## src/rtl/utf8w_pkg.sv

```systemverilog
// Shared types and constants for the UTF-8 to wide decoder.
// No dependencies.
package utf8w_pkg;

  localparam int unsigned QUEUE_DEPTH = 4;

  localparam logic [20:0] SUPP_BASE = 21'h10000;
  localparam logic [15:0] HI_SURR   = 16'hD800;
  localparam logic [15:0] LO_SURR   = 16'hDC00;

  localparam logic [2:0] LEAD2_TAG = 3'h6;
  localparam logic [3:0] LEAD3_TAG = 4'hE;
  localparam logic [4:0] LEAD4_TAG = 5'h1E;

  typedef struct packed {
    logic [7:0] in_byte;
    logic       string_end;
  } in_item_t;

  typedef struct packed {
    logic [20:0] code_unit;
    logic        last_of_run;
    logic        from_final_byte;
  } out_item_t;

  // One finished code point between the front and back parts.
  typedef struct packed {
    logic [20:0] point;
    logic        fin;
    logic        utf16;
  } point_t;

endpackage

```

## src/rtl/utf8w_front.sv

```systemverilog
// Front part: takes bytes, tracks the pending sequence and assembles code points.
// Depends on utf8w_pkg.
module utf8w_front (
  input  logic                clk,
  input  logic                rst_n,
  input  logic                accept,
  input  utf8w_pkg::in_item_t item,
  input  logic                utf16_mode,
  output logic                emit,
  output utf8w_pkg::point_t   emit_data
);

  logic [1:0]  pend_r, pend_nxt;
  logic [20:0] acc_r, acc_nxt;
  logic [7:0]  c;

  assign c = item.in_byte;

  always_comb begin
    pend_nxt  = pend_r;
    acc_nxt   = acc_r;
    emit      = 1'b0;
    emit_data = '{point: acc_r, fin: item.string_end, utf16: utf16_mode};
    if (accept) begin
      if (pend_r == 2'd0) begin
        if (c[7] == 1'b0) begin
          emit            = 1'b1;
          emit_data.point = {13'd0, c};
        end else if (c[7:5] == utf8w_pkg::LEAD2_TAG) begin
          acc_nxt  = {16'd0, c[4:0]};
          pend_nxt = 2'd1;
        end else if (c[7:4] == utf8w_pkg::LEAD3_TAG) begin
          acc_nxt  = {17'd0, c[3:0]};
          pend_nxt = 2'd2;
        end else if (c[7:3] == utf8w_pkg::LEAD4_TAG) begin
          acc_nxt  = {18'd0, c[2:0]};
          pend_nxt = 2'd3;
        end
        // string ends on a lead byte: emit the partial point
        if (c[7] == 1'b1 && pend_nxt != 2'd0 && item.string_end) begin
          emit            = 1'b1;
          emit_data.point = acc_nxt;
          pend_nxt        = 2'd0;
        end
      end else begin
        acc_nxt  = {acc_r[14:0], c[5:0]};
        pend_nxt = pend_r - 2'd1;
        if (pend_nxt == 2'd0 || item.string_end) begin
          emit            = 1'b1;
          emit_data.point = acc_nxt;
          pend_nxt        = 2'd0;
        end
      end
    end
  end

  always_ff @(posedge clk) begin
    if (!rst_n) begin
      pend_r <= 2'd0;
      acc_r  <= '0;
    end else begin
      pend_r <= pend_nxt;
      acc_r  <= acc_nxt;
    end
  end

endmodule

```

## src/rtl/utf8w_queue.sv

```systemverilog
// Short show-ahead queue of code points between front and back parts.
// Depends on utf8w_pkg.
module utf8w_queue #(
  parameter int unsigned Depth = utf8w_pkg::QUEUE_DEPTH
) (
  input  logic              clk,
  input  logic              rst_n,
  input  logic              wr,
  input  utf8w_pkg::point_t wr_data,
  input  logic              rd,
  output utf8w_pkg::point_t rd_data,
  output logic              q_full,
  output logic              q_empty
);

  localparam int unsigned IdxW = (Depth > 1) ? $clog2(Depth) : 1;
  localparam int unsigned CntW = $clog2(Depth + 1);
  localparam logic [IdxW-1:0] LastIdx = IdxW'(Depth - 1);
  localparam logic [CntW-1:0] FullCnt = CntW'(Depth);

  utf8w_pkg::point_t mem_r [Depth];
  logic [IdxW-1:0] wp_r, rp_r;
  logic [CntW-1:0] cnt_r;
  logic            do_wr, do_rd;

  assign q_full  = (cnt_r == FullCnt);
  assign q_empty = (cnt_r == '0);
  assign do_wr   = wr && !q_full;
  assign do_rd   = rd && !q_empty;
  assign rd_data = mem_r[rp_r];

  always_ff @(posedge clk) begin
    if (do_wr) begin
      mem_r[wp_r] <= wr_data;
    end
  end

  always_ff @(posedge clk) begin
    if (!rst_n) begin
      wp_r  <= '0;
      rp_r  <= '0;
      cnt_r <= '0;
    end else begin
      if (do_wr) begin
        wp_r <= (wp_r == LastIdx) ? '0 : wp_r + 1'b1;
      end
      if (do_rd) begin
        rp_r <= (rp_r == LastIdx) ? '0 : rp_r + 1'b1;
      end
      if (do_wr && !do_rd) begin
        cnt_r <= cnt_r + 1'b1;
      end else if (do_rd && !do_wr) begin
        cnt_r <= cnt_r - 1'b1;
      end
    end
  end

endmodule

```

## src/rtl/utf8w_back.sv

```systemverilog
// Back part: encodes queued code points, splitting surrogate pairs, into the output register.
// Depends on utf8w_pkg.
module utf8w_back (
  input  logic                 clk,
  input  logic                 rst_n,
  input  logic                 q_empty,
  input  utf8w_pkg::point_t    q_data,
  output logic                 q_rd,
  input  logic                 pop,
  output logic                 empty,
  output utf8w_pkg::out_item_t out_data
);

  logic                 phase_r, phase_nxt;
  logic                 valid_r, valid_nxt;
  utf8w_pkg::out_item_t data_r, data_nxt;
  logic                 load_ok, pair;
  logic [20:0]          v;
  logic [15:0]          hi_unit, lo_unit;

  assign v       = q_data.point - utf8w_pkg::SUPP_BASE;
  assign hi_unit = utf8w_pkg::HI_SURR + {5'd0, v[20:10]};
  assign lo_unit = utf8w_pkg::LO_SURR + {6'd0, v[9:0]};
  assign pair    = q_data.utf16 && (q_data.point[20:16] != 5'd0);
  assign load_ok = !valid_r || pop;

  always_comb begin
    phase_nxt = phase_r;
    valid_nxt = valid_r && !pop;
    data_nxt  = data_r;
    q_rd      = 1'b0;
    if (load_ok && !q_empty) begin
      valid_nxt                = 1'b1;
      data_nxt.from_final_byte = q_data.fin;
      if (pair && !phase_r) begin
        data_nxt.code_unit   = {5'd0, hi_unit};
        data_nxt.last_of_run = 1'b0;
        phase_nxt            = 1'b1;
      end else if (pair) begin
        data_nxt.code_unit   = {5'd0, lo_unit};
        data_nxt.last_of_run = 1'b1;
        phase_nxt            = 1'b0;
        q_rd                 = 1'b1;
      end else begin
        data_nxt.code_unit   = q_data.point;
        data_nxt.last_of_run = 1'b1;
        q_rd                 = 1'b1;
      end
    end
  end

  always_ff @(posedge clk) begin
    if (!rst_n) begin
      phase_r <= 1'b0;
      valid_r <= 1'b0;
    end else begin
      phase_r <= phase_nxt;
      valid_r <= valid_nxt;
    end
  end

  always_ff @(posedge clk) begin
    data_r <= data_nxt;
  end

  assign empty    = !valid_r;
  assign out_data = data_r;

endmodule

```

## src/rtl/utf8_to_wide_decoder.sv

```systemverilog
// UTF-8 to wide-character decoder, top level.
// Depends on utf8w_pkg, utf8w_front, utf8w_queue, utf8w_back.
// Takes one UTF-8 byte per cycle while full is low and yields code points, or UTF-16 units
// with surrogate pairs when cfg_data=1 has been written. A byte is taken
// in the cycle it is pushed while full is low. Its first result passes
// through the queue and then the output register before it reaches the output ports.
// A code point above 0xFFFF in UTF-16 mode leaves as two units, one after the other,
// through the single output register; everything else sustains one transfer per cycle
// on both sides while full stays low and pop stays high. The queue between the byte front end
// and the output encoder holds QueueDepth code points; full is raised when
// it fills. Write the mode only while idle.
module utf8_to_wide_decoder #(
  parameter int unsigned QueueDepth = utf8w_pkg::QUEUE_DEPTH
) (
  input  logic                 clk,
  input  logic                 rst_n,
  input  logic                 push,
  output logic                 full,
  input  utf8w_pkg::in_item_t  in_data,
  output logic                 empty,
  input  logic                 pop,
  output utf8w_pkg::out_item_t out_data,
  input  logic                 cfg_we,
  input  logic                 cfg_data
);

  logic              utf16_mode_r;
  logic              q_full, q_empty, q_rd, emit;
  utf8w_pkg::point_t emit_data, q_data;

  always_ff @(posedge clk) begin
    if (!rst_n) begin
      utf16_mode_r <= 1'b0;
    end else if (cfg_we) begin
      utf16_mode_r <= cfg_data;
    end
  end

  assign full = q_full;

  utf8w_front u_front (
    .clk        (clk),
    .rst_n      (rst_n),
    .accept     (push && !q_full),
    .item       (in_data),
    .utf16_mode (utf16_mode_r),
    .emit       (emit),
    .emit_data  (emit_data)
  );

  utf8w_queue #(.Depth(QueueDepth)) u_queue (
    .clk     (clk),
    .rst_n   (rst_n),
    .wr      (emit),
    .wr_data (emit_data),
    .rd      (q_rd),
    .rd_data (q_data),
    .q_full  (q_full),
    .q_empty (q_empty)
  );

  utf8w_back u_back (
    .clk      (clk),
    .rst_n    (rst_n),
    .q_empty  (q_empty),
    .q_data   (q_data),
    .q_rd     (q_rd),
    .pop      (pop),
    .empty    (empty),
    .out_data (out_data)
  );

endmodule

```

## config.mk

```make
export PLATFORM = sky130hd
export DESIGN_NAME = utf8_to_wide_decoder
export DESIGN_NICKNAME = d
export VERILOG_FILES = /design/src/rtl/utf8w_pkg.sv /design/src/rtl/utf8w_front.sv /design/src/rtl/utf8w_queue.sv /design/src/rtl/utf8w_back.sv /design/src/rtl/utf8_to_wide_decoder.sv
export SDC_FILE = /design/constraint.sdc
export NUM_CORES = 1
export LEC_CHECK = 0
export BUFFER_PORTS_ARGS = -buffer_cell sky130_fd_sc_hd__buf_2
export CORE_UTILIZATION = 55
export CTS_BUF_LIST = sky130_fd_sc_hd__clkbuf_16
export DETAILED_ROUTE_END_ITERATION = 6
export PLACE_DENSITY = 0.72
export SKIP_CTS_REPAIR_TIMING = 1
export SYNTH_ARGS = -nofsm -noshare
export SYNTH_HDL_FRONTEND = slang
export SYNTH_SLANG_ARGS = --single-unit
```

## constraint.sdc

```tcl
create_clock -name clk -period 7.1 [get_ports clk]
set_input_delay 1.065 -clock clk [delete_from_list [all_inputs] [get_ports clk]]
set_output_delay 1.065 -clock clk [all_outputs]
set_load 0.005 [all_outputs]
```

* Yosys cells after proc, flatten, opt, wreduce, memory -nomap -nowiden
Memory sizes are Yosys's and may differ from the RTL's. A register that Yosys moved wholly into a read port is not among the register bits.
Cells that the tools add are included.
** Storage, ports and cells
- Bits in registers :: 56
- Output and inout port bits :: 25
- Bits of input ports :: 15
- Memories :: 1
- Memory bits (writable) :: 92
- Word-level logic and storage cells :: 95
** Memory list
- u_queue.mem_r :: words 4, bits a word 23, rd ports 1, clocked after Yosys merged registers in 1, wr ports 1, RTL line utf8w_queue.sv:21 : utf8w_pkg::point_t mem_r [Depth];
** Operators by class
- Eq/ne operators :: 6
- $add $sub $neg :: 8
- Muxes and demuxes :: 39
- Reduce and logical (&&, ||, !) cells :: 29
** Operators by type and width (number)
- $mux W21 :: 10
- $mux W17 :: 2
- $mux W2 :: 13
- $sub A21 B17 Y21 const B :: 1
- $add A15 B11 Y16 const A :: 1
- $add A15 B12 Y16 const A :: 1
- $mux W1 :: 12
- $logic_and A1 B1 Y1 :: 11
- $logic_not A1 Y1 :: 7
- $eq A3 B3 Y1 const B :: 2
- $mux W3 :: 2
- $reduce_bool A2 Y1 :: 3
- $eq A5 B5 Y1 const B :: 1
- $reduce_bool A5 Y1 :: 1
- $add A2 B1 Y2 const B :: 2
- $eq A2 B2 Y1 const B :: 2
- $eq A4 B4 Y1 const B :: 1
- $logic_not A2 Y1 :: 2
- $add A3 B1 Y3 const B :: 1
- $logic_not A3 Y1 :: 1
- $sub A3 B1 Y3 const B :: 1
- $logic_or A1 B1 Y1 :: 2
- $reduce_and A2 Y1 :: 1
- $reduce_or A2 Y1 :: 1
- $sub A2 B1 Y2 const B :: 1

* Depth between registers and ports, before layout
Gate-level depths: netlist of run 1.
- Word-level depth :: 18
- Mapped depth :: 16
- Mapped depth without buffers :: 13

* Cells and area by module
Synthesis of run 1 repeated with hierarchy kept, for this count alone.
** Unflattened totals
- Cell total of the unflattened synthesis :: 415
- Area total of the unflattened synthesis :: 6409.9 um2
** Modules (own cells, without submodules)
- utf8w_queue :: sequential area each 2942.8 um2, times used 1, cells each 171, area an instance 3827.4 um2
- utf8w_front :: sequential area each 460.4 um2, times used 1, cells each 161, area an instance 1396.3 um2
- utf8w_back :: sequential area each 730.7 um2, times used 1, cells each 79, area an instance 1143.6 um2
- utf8_to_wide_decoder :: sequential area each 20.0 um2, times used 1, cells each 4, area an instance 42.5 um2

* Least setup slack after synthesis of run 1
No wires, ideal clock.
- Kind :: input-to-reg
- Start point :: input port in_data[5] in the netlist's numbering
- End point :: register u_queue.cnt_r[2]
- Library setup time :: 0.076 ns
- Required time :: 7.024 ns
- Stages :: 12
- Buffers on the path :: 1
- Slack :: 3.424 ns
- Arrival time :: 3.600 ns
- Cell sequence :: clkbuf_1 > nand2_1 > nand2_1 > o21ai_0 > o211ai_1 > a31oi_1 > ha_1 > inv_1 > fa_1 > xor2_1 > or3_1 > a21boi_0
** Between the ends
- Word-level cells in the longest chain between the ends :: 17
- Elaborated cells on any way between the ends :: 20
- Classes of those cells :: eq/ne: 2; mux: 10; reduce/logical: 8
** Ends and longest elaborated chain
- start, declared :: RTL line utf8_to_wide_decoder.sv:19 : input utf8w_pkg::in_item_t in_data,
- $eq A5 B5 Y1 :: RTL line utf8w_front.sv:35 : end else if (c[7:3] == utf8w_pkg::LEAD4_TAG) begin
- $mux W2 :: RTL line utf8w_front.sv:35
- $mux W2 * :: RTL line utf8w_front.sv:32 : end else if (c[7:4] == utf8w_pkg::LEAD3_TAG) begin
- $mux W2 * :: RTL line utf8w_front.sv:29 : end else if (c[7:5] == utf8w_pkg::LEAD2_TAG) begin
- $mux W2 * :: RTL line utf8w_front.sv:26 : if (c[7] == 1'b0) begin
- $mux W2 * :: RTL line utf8w_front.sv:25 : if (pend_r == 2'd0) begin
- $mux W2 * :: RTL line utf8w_front.sv:24 : if (accept) begin
- $reduce_bool A2 Y1 * :: RTL line utf8w_front.sv:40 : if (c[7] == 1'b1 && pend_nxt != 2'd0 && item.string_end) begin
- $logic_and A1 B1 Y1 * (2 in series) :: RTL line utf8w_front.sv:40
- $mux W1 * :: RTL line utf8w_front.sv:40
- $mux W1 * :: RTL line utf8w_front.sv:25
- $mux W1 * :: RTL line utf8w_front.sv:24
- $logic_and A1 B1 Y1 * :: RTL line utf8w_queue.sv:28 : assign do_wr = wr && !q_full;
- net u_queue.do_wr :: RTL line utf8w_queue.sv:24 : logic do_wr, do_rd;
- $logic_not A1 Y1 :: RTL line utf8w_queue.sv:52 : end else if (do_rd && !do_wr) begin
- $logic_and A1 B1 Y1 :: RTL line utf8w_queue.sv:52
- $reduce_bool A2 Y1 (no source line)
- end signal, assigned :: RTL line utf8w_queue.sv:51 : cnt_r <= cnt_r + 1'b1;
- end signal, assigned :: RTL line utf8w_queue.sv:53 : cnt_r <= cnt_r - 1'b1;
- end, declared :: RTL line utf8w_queue.sv:23 : logic [CntW-1:0] cnt_r;
The timed path passes the listed nets; every way through them passes the cells marked *. The select of a mux whose other input is x is not followed.
A chain may end at the register's enable or synchronous reset.

* Final worst setup path of run 1
- Start point :: input port in_data[8] in the netlist's numbering
- End point :: register u_queue.cnt_r[2]
** Between the ends
- Word-level cells in the longest chain between the ends :: 17
- Elaborated cells on any way between the ends :: 22
- Classes of those cells :: eq/ne: 3; mux: 11; reduce/logical: 8
** Ends and longest elaborated chain (RTL line)
- $eq A5 B5 Y1 :: utf8w_front.sv:35
- $mux W2 :: utf8w_front.sv:35
- $mux W2 :: utf8w_front.sv:32
- $mux W2 :: utf8w_front.sv:29
- $mux W2 :: utf8w_front.sv:26
- $mux W2 :: utf8w_front.sv:25
- $mux W2 :: utf8w_front.sv:24
- $reduce_bool A2 Y1 :: utf8w_front.sv:40
- $logic_and A1 B1 Y1 (2 in series) :: utf8w_front.sv:40
- $mux W1 * :: utf8w_front.sv:40
- $mux W1 * :: utf8w_front.sv:25
- $mux W1 * :: utf8w_front.sv:24
- $logic_and A1 B1 Y1 * :: utf8w_queue.sv:28
- net u_queue.do_wr :: utf8w_queue.sv:24
- $logic_not A1 Y1 :: utf8w_queue.sv:52
- $logic_and A1 B1 Y1 :: utf8w_queue.sv:52
- $reduce_bool A2 Y1 (no source line)
Marked as above.

==> summary.md, run 1 <==
| Metric | Value |
|---|---|
| Result of the run | complete, no violations |
| Height of the die | about 110 um |
| Global-route wire length before repair | approximately 19 mm |
| Max-slew violation total from the final report | 0 |
| Final critical-path share of the clock period | 0.575 |
| Top-level I/O count | 40 |
| Commonest cells after routing, fill and taps aside | 115 x sky130_fd_sc_hd__edfxtp_1, 47 x sky130_fd_sc_hd__nand2_1, 39 x sky130_fd_sc_hd__buf_2 |
| Number of enable-type register cells in the synthesized netlist | 115 |
| NetSw | 0.810 mW |
| Kind of launch point of the worst setup path | input port |
| Sequential group share of total power | 0.411 |
| Clock sinks | 150 |
| Maximum number of pins on one net before global-route repair | 38 |
| Syn Inst Count | between 400 and 500 |
| Ant. Diodes | 0 |
| Detail-routed via count per cell | 5.81 |
| Hold crit path type | register to register |
| Latest clock arrival within the worst-skew pair | 0.41 ns |
| Power share of the combinational group | 0.250 |
| Cell leakage power | approximately 2.6 nW |
| Final Setup Violations | 0 |
| Rel. slew slack | 0.255 |
| Via Count | 3,705 |
| Total wire length after detailed routing | 11.8 mm |
| Antenna violations before repair | 0 |
| Critical Path Fanout Max | 14 |
| CTS root buf | sky130_fd_sc_hd__clkbuf_16 |
| Count of H-tree levels built during CTS | 4 |
| Pwr Density | 395 mW/mm2 |
| Maximum VDD drop | 0.190 mV |
| Total routing resource utilization after global routing | 0.216 |
| CP endpoint kind | register |
| Switch share | 0.278 |
| Final instance count without filler cells | 638 |
| DRC violations left | 0 |
| Area growth from synthesis to layout | 15.2% |
| Post-detailed-route wirelength per cell | 18.4 um |
| Highest Clock Rate | roughly 240 MHz |
| HPWL Detailed | roughly 7.6 mm |
| Timing startpoint of the critical path | in_data[8] |
| DRT Pass-1 Iters | 5 |
| #FFs+latches synth | 150 |
| Placed Instances | 606 |
| Port Buffer Count | 39 |
| Leading cell type in the layout, fill and taps excluded | sky130_fd_sc_hd__edfxtp_1 |
| Count of standard-cell rows | 39 |
| Clock slew at the register clock pins of the worst setup and hold paths | approximately 0.060 ns |
| Area of the placeable core | 0.0114 mm2 |
| Die Span X | between 100 and 150 um |
| Arrival time reported for the critical path endpoint | approximately 4.4 ns |
| Number of warnings issued by yosys | 0 |
| Clock tree from TritonCTS | built |
| Post-Synthesis Net Count | between 400 and 500 |
| Origin of the worst min-delay path | u_queue.rp_r[1] |
| Final-layout setup total negative slack | 0 ns |
| Count of different cell masters after synthesis | 48 |
| Ratio of cells with drive above 1 in the final layout | 0.228 |
| Final Net Count | a little over 500 |
| Deepest clock path buffer count | 2 |
| Initial Util | 0.563 |
| Unrepaired setup endpoints after global routing | false |
| Worst EP required | between 7 and 8 ns |
| Main synth FF type | sky130_fd_sc_hd__edfxtp_1 |
| Worst Tran Pin Value | about 1.1 ns |
| Ys async rst share | 0 |
| Clock buffers created by TritonCTS | 17 |
| Cell-internal power | approximately 2.1 mW |
| Portion of total power attributed to the clock network | 0.339 |
| Internal reg-to-reg setup slack | 3.22 ns |
| Maximum Capacitance Violations | 0 |
| Avg Inst Size Synth | 14.6 um2 |
| Die ar. | 0.0121 mm2 |
| GR Overflow Total | 0 |
| DRT antenna net count | 0 |
| Setup Skew | 0.00963 ns |
| Sequential cell area fraction in the yosys report | 0.649 |
| Gpl congestion | 0.864 |
| Crit Path Class | input port to register |
| Cell Area, Synth | 0.00640 mm2 |
| Final Hold Viols | 0 |
| Detailed router's first-iteration violation count | 240 |
| Via count of the first global-routing pass | around 3,600 |
| Post-layout min period | 4.08 ns |
power by group through the flow:
stage,Sequential [mW],Clock [mW],Combinational [mW]
after floorplan,1.22,0,0.529
final,1.20,0.989,0.729
after CTS,1.20,0.999,0.741
after detailed placement,1.22,0,0.735
after global placement,1.21,0,0.721
after global routing,1.22,1.04,0.817
state kept, by name, indices dropped and copies added, names as in the netlist, named ones only:
| signal | flops |
|---|---|
| u_back.out_data | 23 |
| u_front.acc_r | 21 |
| u_queue.wp_r | 2 |
| u_queue.mem_r | 92 |
| u_front.pend_r | 2 |
| utf16_mode_r | 1 |
| u_queue.rp_r | 2 |
| u_back.phase_r | 1 |
| u_queue.cnt_r | 3 |
| u_back.valid_r | 1 |
cell type report:
type / instances / area, um2
Tap cell: 143 / 179
Clock buffer: 17 / 425
Timing Repair Buffer: 46 / 248
Fill cell: 820 / 3990
Inverter: 13 / 56.3
Sequential cell: 150 / 4150
Multi-Input combinational cell: 254 / 2080
Clock inverter: 15 / 233
cells by family (layout without fill, tap and decap cells):
family,after synthesis,after routing,share of synthesized area
adder cells (fa/ha/maj),11,11,0.0227
AND/OR/NAND/NOR,112,112,0.0879
flip-flops,150,150,0.649
multiplexers,43,43,0.114
XOR/XNOR,6,6,0.00820
AO/OA/AOI/OAI,82,82,0.0908
buffers and inverters,36,91,0.0277
through the flow:
stage               hold slack, ns  power [mW]   util  instance area (um2)  setup slack, ns
floorplan                    0.454        1.75      -                 6400             3.42
global placement             0.464        1.93  0.591                 6720             2.79
detailed placement           0.472        1.95  0.591                 6720             2.59
CTS                          0.480        2.94  0.649                 7380             3.01
global route                 0.512        3.08  0.649                 7380             2.71
finish                       0.480        2.92  0.649                 7380             3.02
per-layer routing:
layer / up-vias / share of wire / GRT usage
met4: 0 / 0.013 / 0.0819
met2: 98 / 0.51 / 0.355
met5: - / 0 / 0
li1: 1762 / - / -
met3: 14 / 0.042 / 0.0528
met1: 1831 / 0.43 / 0.277
Yosys cell counts (all sizes together) (2+ instances only):
master  count  area share
dfxtp      35        0.11
and2        8      0.0078
buf         7      0.0096
o21ai      17       0.014
clkbuf     16      0.0094
edfxtp    115        0.54
a21boi      6      0.0070
a21oi       7      0.0055
nor3b       2      0.0023
nor2        9      0.0053
nor3        4      0.0031
a31oi       2      0.0020
mux2i      13       0.020
inv        13      0.0088
nand2b      5      0.0049
nor2b      24       0.023
a22oi      22       0.026
o211ai      3      0.0035
nand2      48       0.029
a22o       14       0.019
nand3       8      0.0063
o22ai       3      0.0029
xnor2       5      0.0068
mux2        7       0.012
ha         10       0.020
mux4       23       0.081
critical path: stages:
cell and delay (ns):
sky130_fd_sc_hd__buf_2 0.27, sky130_fd_sc_hd__and2_1 0.26, sky130_fd_sc_hd__nand2_1 0.09, sky130_fd_sc_hd__o21ai_0 0.23, sky130_fd_sc_hd__o211ai_1 0.37, sky130_fd_sc_hd__a31oi_1 0.63, sky130_fd_sc_hd__ha_1 0.30, sky130_fd_sc_hd__inv_1 0.07
sky130_fd_sc_hd__fa_1 0.43, sky130_fd_sc_hd__xor2_1 0.18, sky130_fd_sc_hd__or3_1 0.30, sky130_fd_sc_hd__a21boi_0 0.19
worst paths after layout:
| check | to | cells after the start |
|---|---|---|
| max reg2reg | u_queue.cnt_r[2] | 14 |
| min | register | 2 |
| max | u_queue.cnt_r[2] | 12 |
| min reg2reg | register | 2 |
(Power assumes the default switching activity.)
==> run 2: changes to the inputs <==
--- a/config.mk
+++ b/config.mk
@@ -6,10 +6,10 @@
 export NUM_CORES = 1
 export LEC_CHECK = 0
 export BUFFER_PORTS_ARGS = -buffer_cell sky130_fd_sc_hd__buf_2
-export CORE_UTILIZATION = 55
+export CORE_UTILIZATION = 54
 export CTS_BUF_LIST = sky130_fd_sc_hd__clkbuf_16
 export DETAILED_ROUTE_END_ITERATION = 6
-export PLACE_DENSITY = 0.72
+export PLACE_DENSITY = 0.74
 export SKIP_CTS_REPAIR_TIMING = 1
 export SYNTH_ARGS = -nofsm -noshare
 export SYNTH_HDL_FRONTEND = slang
==> constraint.sdc (replaced) <==
create_clock -name clk -period 3.65 [get_ports clk]
set_input_delay 0.5475 -clock clk [delete_from_list [all_inputs] [get_ports clk]]
set_output_delay 0.5475 -clock clk [all_outputs]
set_load 0.005 [all_outputs]
==> run 2 against run 1 <==
Clock skew down 0.0016 ns; register-to-register slack got worse by 2.9 ns; sequential share of layout area up 0.24 points; first-iteration DRC count grew 41%.
==> summary.md, run 2 (synthesis gave the netlist of run 1 again) <==
| Metric | Value |
|---|---|
| Count of standard-cell rows | 39 (unchanged) |
| Commonest cells after routing, fill and taps aside | 115 x sky130_fd_sc_hd__edfxtp_1, 47 x sky130_fd_sc_hd__nand2_1, 39 x sky130_fd_sc_hd__buf_2 |
| Register name with the most flops | u_queue.mem_r |
| Post-layout min period | ~3.4 ns |
| Top-level I/O count | 40 (unchanged) |
| Total wire length after detailed routing | 12.5 mm (+6.5%) |
| Post-placement worst setup slack | 0.128 ns (-2.46 ns) |
| CP endpoint kind | register |
| Slack of the critical path | 0.275 ns (-2.74 ns) |
| Height of the die | 111 um (+0.90%) |
| Count of H-tree levels built during CTS | 4 (unchanged) |
| Design Power | 5.50 mW (+89%) |
| Maximum Capacitance Violations | 0 (unchanged) |
| Antenna violations before repair | 0 (unchanged) |
| Power share of the combinational group | 0.266 (+0.016) |
| Pwr Density | 749 mW/mm2 (+89%) |
| Clock tree from TritonCTS | built |
| Final Hold Viols | 0 (unchanged) |
| CTS root buf | sky130_fd_sc_hd__clkbuf_16 |
| Setup Skew | 0.00806 ns (-0.00157 ns) |
| Via Count | 3,820 (+3.1%) |
| Kind of launch point of the worst setup path | register |
| Area of the placeable core | 0.0115 mm2 (+0.86%) |
| Maximum VDD drop | 0.480 mV (+150%) |
| Final instance count without filler cells | 645 (+1.1%) |
| Critical Path Fanout Max | 16 (+2) |
| DRT Pass-1 Iters | 5 (unchanged) |
| Post-route standard cell area excluding fillers | 0.00735 mm2 (-0.39%) |
| Worst Tran Pin Value | 1.15 ns (+0.0296 ns) |
| Switch share | 0.290 (+0.0125) |
| Result of the run | complete, no violations |
| Post-detailed-route wirelength per cell | 19.4 um (+5.3%) |
| Cell area reported after detailed placement | 0.00677 mm2 (+0.78%) |
| Port Buffer Count | 39 (unchanged) |
| Crit Path Class | register to register |
| Latest clock arrival within the worst-skew pair | 0.41 ns (about the same) |
| Deepest clock path buffer count | 2 (unchanged) |
| Via count of the first global-routing pass | 3,870 (+6.2%) |
| GR Overflow Total | 0 (unchanged) |
| Clock sinks | 150 (unchanged) |
| Clock slew at the register clock pins of the worst setup and hold paths | 0.06 ns (about the same) |
| Max-slew violation total from the final report | 0 (unchanged) |
| Die ar. | 0.0123 mm2 (+1.8%) |
| Highest Clock Rate | 296 MHz |
| Ant. Diodes | 0 (unchanged) |
| Final Net Count | 515 (+1.4%) |
| Total routing resource utilization after global routing | 0.221 (+0.00551) |
| Initial Util | 0.559 (-0.00479) |
| Leading cell type in the layout, fill and taps excluded | sky130_fd_sc_hd__edfxtp_1 |
| Rel. slew slack | 0.232 (-0.0226) |
| Detailed router's first-iteration violation count | 338 (+41%) |
| Sequential group share of total power | 0.428 (+0.017) |
| Flip-flop count of the largest register, all copies and words added | 92 (unchanged) |
| Maximum number of pins on one net before global-route repair | 38 (unchanged) |
| Ratio of cells with drive above 1 in the final layout | 0.237 (+0.00877) |
| Cell leakage power | 2.63 nW (+0.18%) |
| Die Span X | 111 um (+0.90%) |
| Final-layout setup total negative slack | 0 ns (unchanged) |
| DRT antenna net count | 0 (unchanged) |
| Global-route wire length before repair | 20.6 mm (+10%) |
| DRC violations left | 0 (unchanged) |
| Gpl congestion | 0.851 (-1.5%) |
| Area growth from synthesis to layout | 14.7% |
| Detail-routed via count per cell | 5.92 (+2.0%) |
| Portion of total power attributed to the clock network | 0.306 (-0.033) |
| Arrival time reported for the critical path endpoint | 3.71 ns (-0.70 ns) |
| HPWL Detailed | 8.00 mm (+5.8%) |
| Unrepaired setup endpoints after global routing | false |
| NetSw | 1.60 mW (+97%) |
| Final Setup Violations | 0 (unchanged) |
| Hold crit path type | input port to register |
| Placed Instances | 613 (+1.2%) |
| Worst EP required | 3.99 ns (-3.43 ns) |
| Cell-internal power | 3.91 mW (+85%) |
| Clock buffers created by TritonCTS | 17 (unchanged) |
| Final critical-path share of the clock period | 0.925 |
run 2: cell type report:
class	count	area (um2)
Fill cell	828	4120
Clock buffer	17	425
Timing Repair Buffer	53	300
Multi-Input combinational cell	254	2080
Tap cell	143	179
Sequential cell	150	4160
Inverter	13	56.3
Clock inverter	15	149
run 2: stage by stage:
step	utilization	hold slack (ns)
finish	0.641	0.399
global route	0.641	0.413
CTS	0.641	0.385
detailed placement	0.591	0.481
global placement	0.591	0.471
floorplan	-	0.454
run 2: critical path, stage by stage (launching register included):
cell and delay, ns:
sky130_fd_sc_hd__dfxtp_2 0.39, sky130_fd_sc_hd__buf_4 0.18, sky130_fd_sc_hd__mux4_2 0.57, sky130_fd_sc_hd__or4b_4 0.59, sky130_fd_sc_hd__and3b_2 0.30, sky130_fd_sc_hd__inv_8 0.14
sky130_fd_sc_hd__nand2_4 0.08, sky130_fd_sc_hd__ha_1 0.23, sky130_fd_sc_hd__inv_1 0.08, sky130_fd_sc_hd__fa_1 0.18, sky130_fd_sc_hd__xor2_1 0.08, sky130_fd_sc_hd__or3_1 0.32
sky130_fd_sc_hd__a21boi_0 0.15
run 2: final timing paths:
check	from	end	slack (ns)	cells past startpoint
max	register	u_queue.cnt_r[2]	0.28	12
min	cfg_data	utf16_mode_r	0.40	3
max reg2reg	register	u_queue.cnt_r[2]	0.28	12
min reg2reg	u_queue.rp_r[1]	u_queue.rp_r[1]	0.49	2
run 2: power groups by stage:
stage | Sequential (mW) | Combinational, mW | Clock (mW)
after CTS | 2.36 | 1.49 | 1.70
after floorplan | 2.38 | 1.03 | 0
after detailed placement | 2.39 | 1.47 | 0
after global routing | 2.39 | 1.62 | 1.78
final | 2.35 | 1.46 | 1.68
after global placement | 2.37 | 1.44 | 0
run 2: routing by layer:
layer / part of all wire / routed length (um) / vias up / global-route usage
li1: - / - / 1774 / -
met1: 0.43 / 5350 / 1913 / 0.287
met2: 0.51 / 6400 / 123 / 0.368
met3: 0.052 / 646 / 10 / 0.0525
met4: 0.0091 / 114 / 0 / 0.0747
met5: 0 / 0 / - / 0
